==> config.mk <==
export PLATFORM = sky130hd
export DESIGN_NAME = jacobian_transpose_attract_ctrl
export DESIGN_NICKNAME = d
export VERILOG_FILES = /design/src/sv/jtac_pkg.sv /design/src/sv/jacobian_transpose_attract_ctrl.sv /design/src/sv/jtac_fxmul.sv /design/src/sv/jtac_seq.sv
export SDC_FILE = /design/constraint.sdc
export NUM_CORES = 2
export LEC_CHECK = 0
export ABC_AREA = 1
export BUFFER_PORTS_ARGS = -buffer_cell sky130_fd_sc_hd__buf_2
export CAP_MARGIN = 25
export CORE_UTILIZATION = 59
export CTS_BUF_LIST = sky130_fd_sc_hd__clkbuf_8
export DETAILED_ROUTE_END_ITERATION = 7
export PLACE_DENSITY = 0.8
export SYNTH_ARGS = -nofsm -noshare
export SYNTH_HDL_FRONTEND = slang
export SYNTH_HIERARCHICAL = 1
export SYNTH_SLANG_ARGS = --single-unit
==> constraint.sdc <==
create_clock -name clock -period 9.25 [get_ports clock]
set_input_delay 1.85 -clock clock [delete_from_list [all_inputs] [get_ports clock]]
set_output_delay 1.85 -clock clock [all_outputs]
set_load 0.03 [all_outputs]
==> src/sv/jtac_pkg.sv <==
// ----------------------------------------------------------------------------
// jtac_pkg: shared types and constants for the Jacobian-transpose controller
// Fixed-point format, register indexes and reset values, sequencer step codes.
// ----------------------------------------------------------------------------
`default_nettype none

package jtac_pkg;

   localparam int FRAC_BITS  = 16;
   localparam int MAX_JOINTS = 8;

   localparam int DATA_W      = 32;
   localparam int CFG_W       = 31;
   localparam int ACC_W       = 35;
   localparam int ELEM_N      = 6;
   localparam int ELEM_IDX_W  = 3;
   localparam int JOINT_W     = 3;
   localparam int JOINT_CMP_W = 5;
   localparam int STEP_W      = 4;
   localparam int CSR_ADDR_W  = 3;

   // request tdata layout
   localparam int DIST_LSB    = ELEM_N * DATA_W;
   localparam int JOINT_LSB   = DIST_LSB + DATA_W;
   localparam int REQ_TDATA_W = 232;
   localparam int RSP_TDATA_W = 40;

   localparam logic signed [DATA_W-1:0] INT_MAX = {1'b0, {(DATA_W-1){1'b1}}};
   localparam logic signed [DATA_W-1:0] INT_MIN = {1'b1, {(DATA_W-1){1'b0}}};

   // register indexes
   localparam logic [CSR_ADDR_W-1:0] CSR_GAIN_LIN  = 3'd0;
   localparam logic [CSR_ADDR_W-1:0] CSR_GAIN_ANG  = 3'd1;
   localparam logic [CSR_ADDR_W-1:0] CSR_RANGE_LIN = 3'd2;
   localparam logic [CSR_ADDR_W-1:0] CSR_RANGE_ANG = 3'd3;
   localparam logic [CSR_ADDR_W-1:0] CSR_VLIMIT    = 3'd4;

   localparam logic [CFG_W-1:0]  RST_GAIN      = CFG_W'(25 << FRAC_BITS);
   localparam logic [CFG_W-1:0]  RST_RANGE_LIN = CFG_W'(((2 << FRAC_BITS) + 5) / 10);
   localparam logic [CFG_W-1:0]  RST_RANGE_ANG = CFG_W'(((1 << FRAC_BITS) + 5) / 10);
   localparam logic [DATA_W-1:0] RST_VLIMIT    = DATA_W'(1 << (FRAC_BITS - 1));

   // request kinds
   localparam logic FUNC_UPDATE = 1'b0;
   localparam logic FUNC_COLUMN = 1'b1;

   // sequencer steps of an error update; a column uses steps 0..5 for rows 0..5
   localparam logic [STEP_W-1:0] STEP_RG_LIN = 4'd0;
   localparam logic [STEP_W-1:0] STEP_RG_ANG = 4'd1;
   localparam logic [STEP_W-1:0] STEP_SCALE  = 4'd2;
   localparam logic [STEP_W-1:0] STEP_ANG_X  = 4'd3;
   localparam logic [STEP_W-1:0] STEP_ANG_Z  = 4'd5;
   localparam logic [STEP_W-1:0] STEP_LIN_X  = 4'd6;
   localparam logic [STEP_W-1:0] STEP_LIN_Z  = 4'd8;
   localparam logic [STEP_W-1:0] UPD_STEPS   = 4'd9;
   localparam logic [STEP_W-1:0] COL_STEPS   = 4'd6;

   typedef struct packed {
      logic              issue;
      logic [STEP_W-1:0] issue_step;
      logic              wb;
      logic [STEP_W-1:0] wb_step;
      logic              fin;
   } seq_ctrl_type;

   // element of the item touched by a step
   function automatic logic [ELEM_IDX_W-1:0] elem_of(input logic func,
                                                     input logic [STEP_W-1:0] step);
      logic [ELEM_IDX_W-1:0] idx;
      idx = '0;
      if (func == FUNC_COLUMN) begin
         if (step < COL_STEPS) idx = step[ELEM_IDX_W-1:0];
      end else if (step >= STEP_LIN_X && step <= STEP_LIN_Z) begin
         idx = ELEM_IDX_W'(step - STEP_LIN_X);
      end else if (step >= STEP_ANG_X && step <= STEP_ANG_Z) begin
         idx = step[ELEM_IDX_W-1:0];
      end
      return idx;
   endfunction

endpackage

`default_nettype wire

==> src/sv/jacobian_transpose_attract_ctrl.sv <==
// ----------------------------------------------------------------------------
// jacobian_transpose_attract_ctrl: attractive-field joint velocity controller
// Keeps a six-element force and maps Jacobian columns to joint velocities.
// ----------------------------------------------------------------------------
// Usage:
//   Request channel (req_*): tuser selects the kind. An error update (tuser 0)
//   carries the unit direction, angle errors and distance and rebuilds the
//   stored force; it gives no result. A Jacobian column (tuser 1) gives one
//   result: the column dotted with the force, clamped above at the limit.
//   tlast on a column comes back as tlast on its result.
//   Result channel (rsp_*): joint index and velocity in tdata.
//   Configuration (csr_*): one register per write. The user must write it
//   only while idle; the block itself does not enforce this.
// Timing: a single multiplier is shared under a step sequencer, one product
//   a cycle, each written back in the cycle after its issue. A new request
//   is taken only once the sequencer is idle again, so requests never overlap.
// Reset clears the force to zero and loads the default gains, ranges and
//   limit. A stalled result holds in the output register; a finished column
//   waits in the sequencer only while an older result is still not taken.
// ----------------------------------------------------------------------------
`default_nettype none

module jacobian_transpose_attract_ctrl (
   input  wire logic                                  clock,
   input  wire logic                                  reset,
   // request
   input  wire logic                                  req_tvalid,
   output logic                                       req_tready,
   // elem_0..elem_5 [191:0], dist_err [223:192], joint_index [226:224]
   input  wire logic [jtac_pkg::REQ_TDATA_W-1:0]      req_tdata,
   input  wire logic                                  req_tuser,   // func
   input  wire logic                                  req_tlast,   // last_column
   // result
   output logic                                       rsp_tvalid,
   input  wire logic                                  rsp_tready,
   // joint_id [2:0], joint_velocity [34:3]
   output logic [jtac_pkg::RSP_TDATA_W-1:0]           rsp_tdata,
   output logic                                       rsp_tlast,   // last_joint
   // configuration
   input  wire logic                                  csr_we,
   input  wire logic [jtac_pkg::CSR_ADDR_W-1:0]       csr_addr,
   input  wire logic [jtac_pkg::DATA_W-1:0]           csr_wdata
);
   import jtac_pkg::*;

   // configuration registers
   logic [CFG_W-1:0]         gain_lin_ff, gain_ang_ff, range_lin_ff, range_ang_ff;
   logic signed [DATA_W-1:0] vlimit_ff;

   // captured request
   logic                     func_ff;
   logic signed [DATA_W-1:0] elem_ff [ELEM_N];
   logic signed [DATA_W-1:0] dist_ff;
   logic [JOINT_W-1:0]       joint_ff;
   logic                     last_ff;

   // intermediates and state
   logic signed [DATA_W-1:0] lin_sat_ff, ang_sat_ff, lin_scale_ff;
   logic signed [DATA_W-1:0] force_ff [ELEM_N];
   logic signed [ACC_W-1:0]  acc_ff;

   // result register
   logic                     rsp_valid_ff;
   logic [JOINT_W-1:0]       rsp_joint_ff;
   logic signed [DATA_W-1:0] rsp_vel_ff;
   logic                     rsp_last_ff;

   logic                     req_accept, joint_ok, start, idle, out_busy;
   seq_ctrl_type             ctrl;
   logic signed [DATA_W-1:0] op_a, op_b, mul_res;
   logic [ELEM_IDX_W-1:0]    rd_idx, wb_idx;
   logic signed [DATA_W-1:0] elem_rd, elem_wb;
   logic signed [DATA_W-1:0] range_lin_s, range_ang_s;
   logic                     below_lin, acc_in_range;
   logic signed [DATA_W-1:0] vel_sat, vel_out;

   assign req_tready = idle;
   assign req_accept = req_tvalid && req_tready;
   // drop a column whose joint is out of range
   assign joint_ok   = JOINT_CMP_W'(req_tdata[JOINT_LSB +: JOINT_W]) <
                       JOINT_CMP_W'(MAX_JOINTS);
   assign start      = req_accept && ((req_tuser == FUNC_UPDATE) || joint_ok);
   assign out_busy   = rsp_valid_ff && !rsp_tready;

   jtac_seq u_seq (
      .clock     (clock),
      .reset     (reset),
      .start     (start),
      .item_func (func_ff),
      .out_busy  (out_busy),
      .idle      (idle),
      .ctrl      (ctrl)
   );

   jtac_fxmul u_mul (
      .clock  (clock),
      .op_a   (op_a),
      .op_b   (op_b),
      .result (mul_res)
   );

   assign range_lin_s = $signed({1'b0, range_lin_ff});
   assign range_ang_s = $signed({1'b0, range_ang_ff});
   assign below_lin   = dist_ff < range_lin_s;

   // operand select for the issuing step
   assign rd_idx  = elem_of(func_ff, ctrl.issue_step);
   assign elem_rd = elem_ff[rd_idx];

   always_comb begin
      op_a = '0;
      op_b = '0;
      if (!ctrl.issue) begin
         // hold the multiplier inputs at zero between steps
      end else if (func_ff == FUNC_COLUMN) begin
         op_a = elem_rd;
         op_b = force_ff[rd_idx];
      end else begin
         case (ctrl.issue_step) inside
            STEP_RG_LIN: begin
               op_a = range_lin_s;
               op_b = $signed({1'b0, gain_lin_ff});
            end
            STEP_RG_ANG: begin
               op_a = range_ang_s;
               op_b = $signed({1'b0, gain_ang_ff});
            end
            STEP_SCALE: begin
               op_a = $signed({1'b0, gain_lin_ff});
               op_b = dist_ff;
            end
            [STEP_ANG_X:STEP_ANG_Z]: begin
               op_a = $signed({1'b0, gain_ang_ff});
               op_b = elem_rd;
            end
            [STEP_LIN_X:STEP_LIN_Z]: begin
               op_a = below_lin ? lin_scale_ff : lin_sat_ff;
               op_b = elem_rd;
            end
            default: begin
               op_a = '0;
               op_b = '0;
            end
         endcase
      end
   end

   assign wb_idx  = elem_of(func_ff, ctrl.wb_step);
   assign elem_wb = elem_ff[wb_idx];

   // saturate the column sum, then clamp from above only
   assign acc_in_range = (acc_ff[ACC_W-1:DATA_W-1] == '0) ||
                         (acc_ff[ACC_W-1:DATA_W-1] == '1);
   always_comb begin
      if (acc_in_range) vel_sat = acc_ff[DATA_W-1:0];
      else if (acc_ff[ACC_W-1]) vel_sat = INT_MIN;
      else vel_sat = INT_MAX;
      vel_out = (vel_sat > vlimit_ff) ? vlimit_ff : vel_sat;
   end

   // control state: configuration, force, result valid
   always_ff @(posedge clock) begin
      if (reset) begin
         gain_lin_ff  <= RST_GAIN;
         gain_ang_ff  <= RST_GAIN;
         range_lin_ff <= RST_RANGE_LIN;
         range_ang_ff <= RST_RANGE_ANG;
         vlimit_ff    <= RST_VLIMIT;
         for (int i = 0; i < ELEM_N; i++) force_ff[i] <= '0;
         rsp_valid_ff <= 1'b0;
      end else begin
         if (csr_we) begin
            unique case (csr_addr)
               CSR_GAIN_LIN:  gain_lin_ff  <= csr_wdata[CFG_W-1:0];
               CSR_GAIN_ANG:  gain_ang_ff  <= csr_wdata[CFG_W-1:0];
               CSR_RANGE_LIN: range_lin_ff <= csr_wdata[CFG_W-1:0];
               CSR_RANGE_ANG: range_ang_ff <= csr_wdata[CFG_W-1:0];
               CSR_VLIMIT:    vlimit_ff    <= csr_wdata;
               default: ;     // drop writes beyond the register list
            endcase
         end
         if (ctrl.wb && func_ff == FUNC_UPDATE) begin
            case (ctrl.wb_step) inside
               [STEP_ANG_X:STEP_ANG_Z]: begin
                  // at or beyond range: saturated magnitude; zero only for zero error
                  if (elem_wb < range_ang_s) force_ff[wb_idx] <= mul_res;
                  else if (elem_wb == '0) force_ff[wb_idx] <= '0;
                  else force_ff[wb_idx] <= ang_sat_ff;
               end
               [STEP_LIN_X:STEP_LIN_Z]: force_ff[wb_idx] <= mul_res;
               default: ;
            endcase
         end
         if (ctrl.fin) rsp_valid_ff <= 1'b1;
         else if (rsp_tready) rsp_valid_ff <= 1'b0;
      end
   end

   // payload: captured request, intermediates, accumulator, result data
   always_ff @(posedge clock) begin
      if (start) begin
         func_ff  <= req_tuser;
         for (int i = 0; i < ELEM_N; i++) elem_ff[i] <= req_tdata[i*DATA_W +: DATA_W];
         dist_ff  <= req_tdata[DIST_LSB +: DATA_W];
         joint_ff <= req_tdata[JOINT_LSB +: JOINT_W];
         last_ff  <= req_tlast;
         acc_ff   <= '0;
      end
      if (ctrl.wb) begin
         if (func_ff == FUNC_COLUMN) begin
            acc_ff <= acc_ff + ACC_W'(mul_res);
         end else begin
            case (ctrl.wb_step) inside
               STEP_RG_LIN: begin
                  // apply the sign of the distance; sign of zero is zero
                  if (dist_ff > 0) lin_sat_ff <= mul_res;
                  else if (dist_ff < 0) lin_sat_ff <= -mul_res;
                  else lin_sat_ff <= '0;
               end
               STEP_RG_ANG: ang_sat_ff   <= mul_res;
               STEP_SCALE:  lin_scale_ff <= mul_res;
               default: ;
            endcase
         end
      end
      if (ctrl.fin) begin
         rsp_joint_ff <= joint_ff;
         rsp_vel_ff   <= vel_out;
         rsp_last_ff  <= last_ff;
      end
   end

   assign rsp_tvalid = rsp_valid_ff;
   assign rsp_tdata  = {{(RSP_TDATA_W-DATA_W-JOINT_W){1'b0}}, rsp_vel_ff, rsp_joint_ff};
   assign rsp_tlast  = rsp_last_ff;

endmodule

`default_nettype wire

==> src/sv/jtac_fxmul.sv <==
// ----------------------------------------------------------------------------
// jtac_fxmul: shared fixed-point multiplier
// Registers the exact product; floors it by the fraction bits and saturates.
// ----------------------------------------------------------------------------
`default_nettype none

module jtac_fxmul (
   input  wire logic                               clock,
   input  wire logic signed [jtac_pkg::DATA_W-1:0] op_a,
   input  wire logic signed [jtac_pkg::DATA_W-1:0] op_b,
   output logic      signed [jtac_pkg::DATA_W-1:0] result
);
   import jtac_pkg::*;

   localparam int PROD_W = 2 * DATA_W;

   logic signed [PROD_W-1:0] prod_ff;
   logic signed [PROD_W-1:0] prod_in;
   logic signed [PROD_W-1:0] shifted;
   logic                     in_range;

   assign prod_in = PROD_W'(op_a) * PROD_W'(op_b);

   always_ff @(posedge clock) begin
      prod_ff <= prod_in;
   end

   // arithmetic shift floors toward minus infinity
   assign shifted  = prod_ff >>> FRAC_BITS;
   assign in_range = (shifted[PROD_W-1:DATA_W-1] == '0) ||
                     (shifted[PROD_W-1:DATA_W-1] == '1);

   always_comb begin
      if (in_range) result = shifted[DATA_W-1:0];
      else if (shifted[PROD_W-1]) result = INT_MIN;
      else result = INT_MAX;
   end

endmodule

`default_nettype wire

==> src/sv/jtac_seq.sv <==
// ----------------------------------------------------------------------------
// jtac_seq: step sequencer
// Issues a multiply a cycle, writes it back next cycle; columns then finish.
// ----------------------------------------------------------------------------
`default_nettype none

module jtac_seq (
   input  wire logic                   clock,
   input  wire logic                   reset,
   input  wire logic                   start,
   input  wire logic                   item_func,
   input  wire logic                   out_busy,
   output logic                        idle,
   output jtac_pkg::seq_ctrl_type      ctrl
);
   import jtac_pkg::*;

   localparam logic [1:0] ST_IDLE = 2'd0;
   localparam logic [1:0] ST_RUN  = 2'd1;
   localparam logic [1:0] ST_FIN  = 2'd2;

   logic [1:0]        state_ff, state_in;
   logic [STEP_W-1:0] cnt_ff, cnt_in;
   logic [STEP_W-1:0] n_steps;

   assign n_steps = (item_func == FUNC_COLUMN) ? COL_STEPS : UPD_STEPS;
   assign idle    = (state_ff == ST_IDLE);

   always_comb begin
      state_in = state_ff;
      cnt_in   = cnt_ff;
      ctrl     = '0;
      unique case (state_ff)
         ST_IDLE: begin
            if (start) begin
               state_in = ST_RUN;
               cnt_in   = '0;
            end
         end
         ST_RUN: begin
            ctrl.issue      = (cnt_ff < n_steps);
            ctrl.issue_step = cnt_ff;
            ctrl.wb         = (cnt_ff != '0);
            ctrl.wb_step    = cnt_ff - STEP_W'(1);
            if (cnt_ff == n_steps) begin
               state_in = (item_func == FUNC_COLUMN) ? ST_FIN : ST_IDLE;
            end else begin
               cnt_in = cnt_ff + STEP_W'(1);
            end
         end
         ST_FIN: begin
            ctrl.fin = !out_busy;
            if (!out_busy) state_in = ST_IDLE;
         end
         default: begin
            state_in = ST_IDLE;
         end
      endcase
   end

   always_ff @(posedge clock) begin
      if (reset) begin
         state_ff <= ST_IDLE;
         cnt_ff   <= '0;
      end else begin
         state_ff <= state_in;
         cnt_ff   <= cnt_in;
      end
   end

endmodule

`default_nettype wire

Word-level counts from Yosys, hierarchy flattened
Memories as Yosys holds them, arrays and structs flattened.
Cells that the tools add are included.
- add/sub/neg operators: 6
- multipliers: 1
- $lt $le $gt $ge: 16
- eq/ne operators: 17
- mux-type cells: 78
- bitwise gates (word level): 6
- reductions and logical operators: 32
- operator list (operator ; number):
    32-bit two-way mux ; 26
    35-bit two-way mux ; 3
    32-bit less-than comparator ; 2
    32-bit by 32-bit multiplier with 64-bit output ; 1
    35-bit by 32-bit adder with 35-bit output ; 1
    33-bit equality test, second input constant ; 1
    33-bit logical NOT ; 1
    32-bit by 1-bit greater-than comparator with 1-bit output, second input constant ; 1
    32-bit greater-than comparator ; 1
    32-bit logical NOT ; 1
    32-bit by 1-bit less-than comparator with 1-bit output, second input constant ; 1
    32-bit negator ; 1
    32-bit OR reduction ; 1
    1-bit two-way mux ; 30
    3-bit two-way mux ; 9
    4-bit logical NOT ; 3
    4-bit two-way mux ; 3
    10-bit two-way mux ; 1
    2-bit AND reduction ; 5
    3-bit AND reduction ; 3
    4-bit by 1-bit equality test with 1-bit output, second input constant ; 2
    4-bit by 2-bit equality test with 1-bit output, second input constant ; 2
    4-bit by 2-bit greater-or-equal comparator with 1-bit output, second input constant ; 2
    4-bit by 3-bit greater-or-equal comparator with 1-bit output, second input constant ; 2
    30 further kinds ; 53
- register bits: 431
- bits in writable memories: 384
- bits of input ports: 274
- word-level logic and storage cells: 178
- memories kept: 2
- memory list (name ; words ; width ; rd ports ; clocked after memory_dff ; wr ports ; RTL line ; text):
    elem_ff ; 6 ; 32 ; 2 ; 0 ; 6 ; jacobian_transpose_attract_ctrl.sv:52 ; logic signed [DATA_W-1:0] elem_ff [ELEM_N];
    force_ff ; 6 ; 32 ; 1 ; 0 ; 6 ; jacobian_transpose_attract_ctrl.sv:59 ; logic signed [DATA_W-1:0] force_ff [ELEM_N];

Longest topological paths before layout
An unclocked memory read counts as a cell.
- depth in word-level cells: 21
- gate-level depth with buffers: 52
- depth with buffers taken out: 50

Cells and area by module
The synthesis kept the hierarchy.
- modules (own cells, without submodules) (module ; instances ; cells each ; area an instance (um2) ; seq. area each (um2)):
    jacobian_transpose_attract_ctrl ; 1 ; 4829 ; 41681.2 ; 22371.5
    jtac_fxmul ; 1 ; 5046 ; 39431.6 ; 960.9
    jtac_seq ; 1 ; 76 ; 518.0 ; 120.1

Worst setup path before layout
No wires, ideal clock.
- path type: input -> register
- from: in req_tvalid
- to: reg u_seq.cnt_ff[0]
- library setup time: 0.122 ns
- data arrival time: 9.472 ns
- slack: -0.344 ns
- stages: 6
- cells stage by stage: nand2_1 inv_1 clkbuf_1 nand2_2 a21oi_1 nor2_1
- cells in the longest elaborated chain, start to end: 3
- ends and longest elaborated chain (item ; RTL line ; text):
    start, declared ; jacobian_transpose_attract_ctrl.sv:27 ; input wire logic req_tvalid,
    1-bit logical AND ; jacobian_transpose_attract_ctrl.sv:78 ; assign req_accept = req_tvalid && req_tready;
    via req_accept ; jacobian_transpose_attract_ctrl.sv:68 ; logic req_accept, joint_ok, start, idle, out_busy;
    2-bit by 1-bit inequality test with 1-bit output (no source line) ; -- ;
    3-bit AND reduction (no source line) ; -- ;
    end signal, assigned ; jtac_seq.sv:67 ; cnt_ff <= cnt_in;
    end, declared ; jtac_seq.sv:23 ; logic [STEP_W-1:0] cnt_ff, cnt_in;
The timed path passes the listed nets, and every way through them passes these cells.
A chain may end at the register's enable or synchronous reset.

==> results.cfg <==
[die]
dieWidth_um = 374
fp.coreArea_um2 = 137000
std_cell_rows = 136
die-area_um2 = 140000
io_pins = 317
initial_utilization = 0.594
die_y_um = 374

[critical_path]
worstReg2RegStart = u_seq/state_ff[0]$_SDFFE_PP0P_
r2r-end = u_mul/prod_ff[59]$_DFF_P_
startpoint_type = register
startpoint = u_seq/state_ff[0]$_SDFFE_PP0P_
reg2reg_depth = 50
critPathSlowestCell = fa_2
arrival_ns = 10.29
path_max_fanout = 5
endpoint_kind = register
crit_required_ns = 9.99
r2r_slack_ns = -0.29
critPathMaxStageDelay_ns = 0.65
worst-setup-path-type = reg -> reg

[synth]
yosysTopAreaCellShare = 0.265
synth_compound_gate_area_share = 0.0898
synth-adder-area-share = 0.314
synth.most_common_cell = nand2_1
yosysWarnings = 6
ys_top_cells_by_area = fa_1 (27%), edfxtp_1 (23%), nand2_1 (12%)
synth_xor_area_frac = 0.00483
synth_edf_count = 617
ys_seq_elements = 863
syn_inst = 9951
synth_top_family_by_area = adder cells
synth_simple_gate_area_share = 0.179
yosys.area.top_type = fa_1
async_reset_ff_frac = 0
seq_area_frac_synth = 0.287
netlist_area_um2 = 81600
syn_avg_cell_area_um2 = 8.20
ys.flop_type = edfxtp_1
ys_types = 62
synthMuxAreaShare = 0.000368
synthTopCellsByCount = nand2_1 (2545), inv_1 (2146), fa_1 (1082)

[pwr]
p_clk_frac = 0.158
p_comb_frac = 0.594
p_leak_nw = 49.1
switching_power_mw = 9.59
power_mw = 20.3
p_sw_frac = 0.472
internal-power_mw = 10.7
power_density_nw_per_um2 = 209
vdd_drop_max_uv = 197
seqPwrFrac = 0.249

[timing]
min_period_ns = 9.54
maxSlewHeadroom = 0.262
fin_setup_tns_ns = -7.12
skew_ns = 0.0592
finalMaxSlewViolations = 0
setup-violations-final = 42
fmax_mhz = 105
hold_viol = 0
rsz0062_at_grt = yes
finalWorstSetupSlack_ns = -0.292
period_share = 1.03
tightest_slew_ns = 1.10
hold_ws_ns = 0.421

[final_layout]
design.final.nets = 12445
final_core_util = 0.708
drive_gt1_frac = 0.177
syn_to_final_growth_pct = 19.1
num-fill-cells = 9957
stdcell_area_um2 = 97200
finalNonFillerCells = 12677

[detailed_routing]
antenna_left = 0
drc = 2
wirelength_mm = 275
dr.pass1.iters = 8
via_per_inst = 5.70
wl_per_cell_um = 21.7
via_count = 72241
drtIter0Drc = 8822

[clock_network]
cts_tree = done
clkSinkCount = 863
clkTransAtPathRegs_ns = 0.06
clock_latency_ns = 0.88
cts-htree-levels = 4
clockRootBuffer = clkbuf_8
numCtsBuffers = 137
hold_buffers = 0
cts_buffer_depth = 3

[global_route]
grt_pass1_wl_mm = 406
grt_max_degree = 164
antenna_found_initial = 13
grt_pass1_vias = 71952
overflow = 0
grt_use_total = 0.381

[placed_design]
dp_slack_ns = -0.659
dpl-instance-area_um2 = 90700
io_buffers = 306
placedCellCount = 12330
dpl.hpwl_mm = 203
gp_congestion = 1.02

[job]
cap_violations = 0

[hold_path]
min_path_type = reg -> reg
whs_path_depth = 0
hold_path.startpoint = joint_ff[2]$_DFFE_PP_
min_to = rsp_joint_ff[2]$_DFFE_PP_

[outcome]
violations = design-rule violations, negative setup slack
status = complete, but fails checks
[worst max-delay path by stage]
stage                                endpoint  cells after the start
finish              u_mul/prod_ff[59]$_DFF_P_                     50
global route        u_mul/prod_ff[57]$_DFF_P_                     53
CTS                 u_mul/prod_ff[56]$_DFF_P_                     51
detailed placement  u_mul/prod_ff[52]$_DFF_P_                     45
global placement    u_mul/prod_ff[52]$_DFF_P_                     49
floorplan           u_mul/prod_ff[59]$_DFF_P_                     45
[repair_timing]
item / CTS / global route
resized for setup: 225 / 438
setup buffers: 36 / 49
setup endpoints to repair: 47 / 48
endpoints found under the hold margin: 0 / 0
cloned: 5 / 14
pin swaps: 46 / 163
[layout by cell type, fill, tap and decap left out, types with 116 or more instances in the layout]
cell type,n
clkbuf_8,143
nor2_1,453
o21ai_1,116
inv_1,2149
fa_1,1036
nand2_2,122
ha_1,271
buf_4,652
buf_12,125
edfxtp_1,617
o21ai_0,493
nand2_1,2445
a21oi_1,328
nand3_1,375
buf_2,306
o211ai_1,151
dfxtp_1,244
[metal layers]
metal / vias to the layer above / wire, um / GRT usage
met5: - / 61 / 0
met4: 10 / 20600 / 0.223
met3: 944 / 33200 / 0.0796
met2: 4443 / 121000 / 0.583
met1: 34697 / 101000 / 0.504
li1: 32147 / - / -
[layout make-up]
cell class	count	area, um2	share of cell area
multi-input combinational	6456	50700	0.522
sequential	863	23500	0.241
timing repair buffer	1143	10000	0.103
inverter	2172	8180	0.0842
tap	1794	2240	0.0231
clock buffer	143	1970	0.0202
clock inverter	100	599	0.00617
antenna	6	15.0	0.000154
[power groups by stage]
| stage | clock, mW | sequential (mW) | combinational, mW |
|---|---|---|---|
| floorplan | 0 | 5.18 | 6.13 |
| global route | 3.36 | 5.08 | 12.9 |
| CTS | 3.20 | 5.05 | 11.0 |
| global placement | 0 | 5.11 | 10.3 |
| finish | 3.20 | 5.05 | 12.1 |
| detailed placement | 0 | 5.12 | 10.6 |
[flip-flops by register name, indices dropped and copies added (netlist names), 4 cells and up]
register / flops
force_ff: 256
elem_ff: 192
u_mul/prod_ff: 48
acc_ff: 35
ang_sat_ff: 32
dist_ff: 32
lin_sat_ff: 32
lin_scale_ff: 32
rsp_vel_ff: 32
vlimit_ff: 32
gain_ang_ff: 31
gain_lin_ff: 31
range_ang_ff: 31
range_lin_ff: 31
u_seq/cnt_ff: 4
[cells by family (layout without fill, tap and decap cells)]
family	Yosys count	after routing
AND/OR/NAND/NOR	3659	3659
buffers and inverters	2668	3558
adder cells (fa/ha/maj)	1398	1398
AO/OA/AOI/OAI	1314	1314
flip-flops	863	863
XOR/XNOR	45	45
multiplexers	3	3
other	1	43
[worst max-delay path: cells and delay by family, from the launching register on]
kind	cells	cell delay, ns
buf+inv	16	1.57
flops	1	0.34
fa+ha+maj	9	4.59
compound gates	7	1.10
simple gates	18	1.81
(Power assumes the default switching activity.)
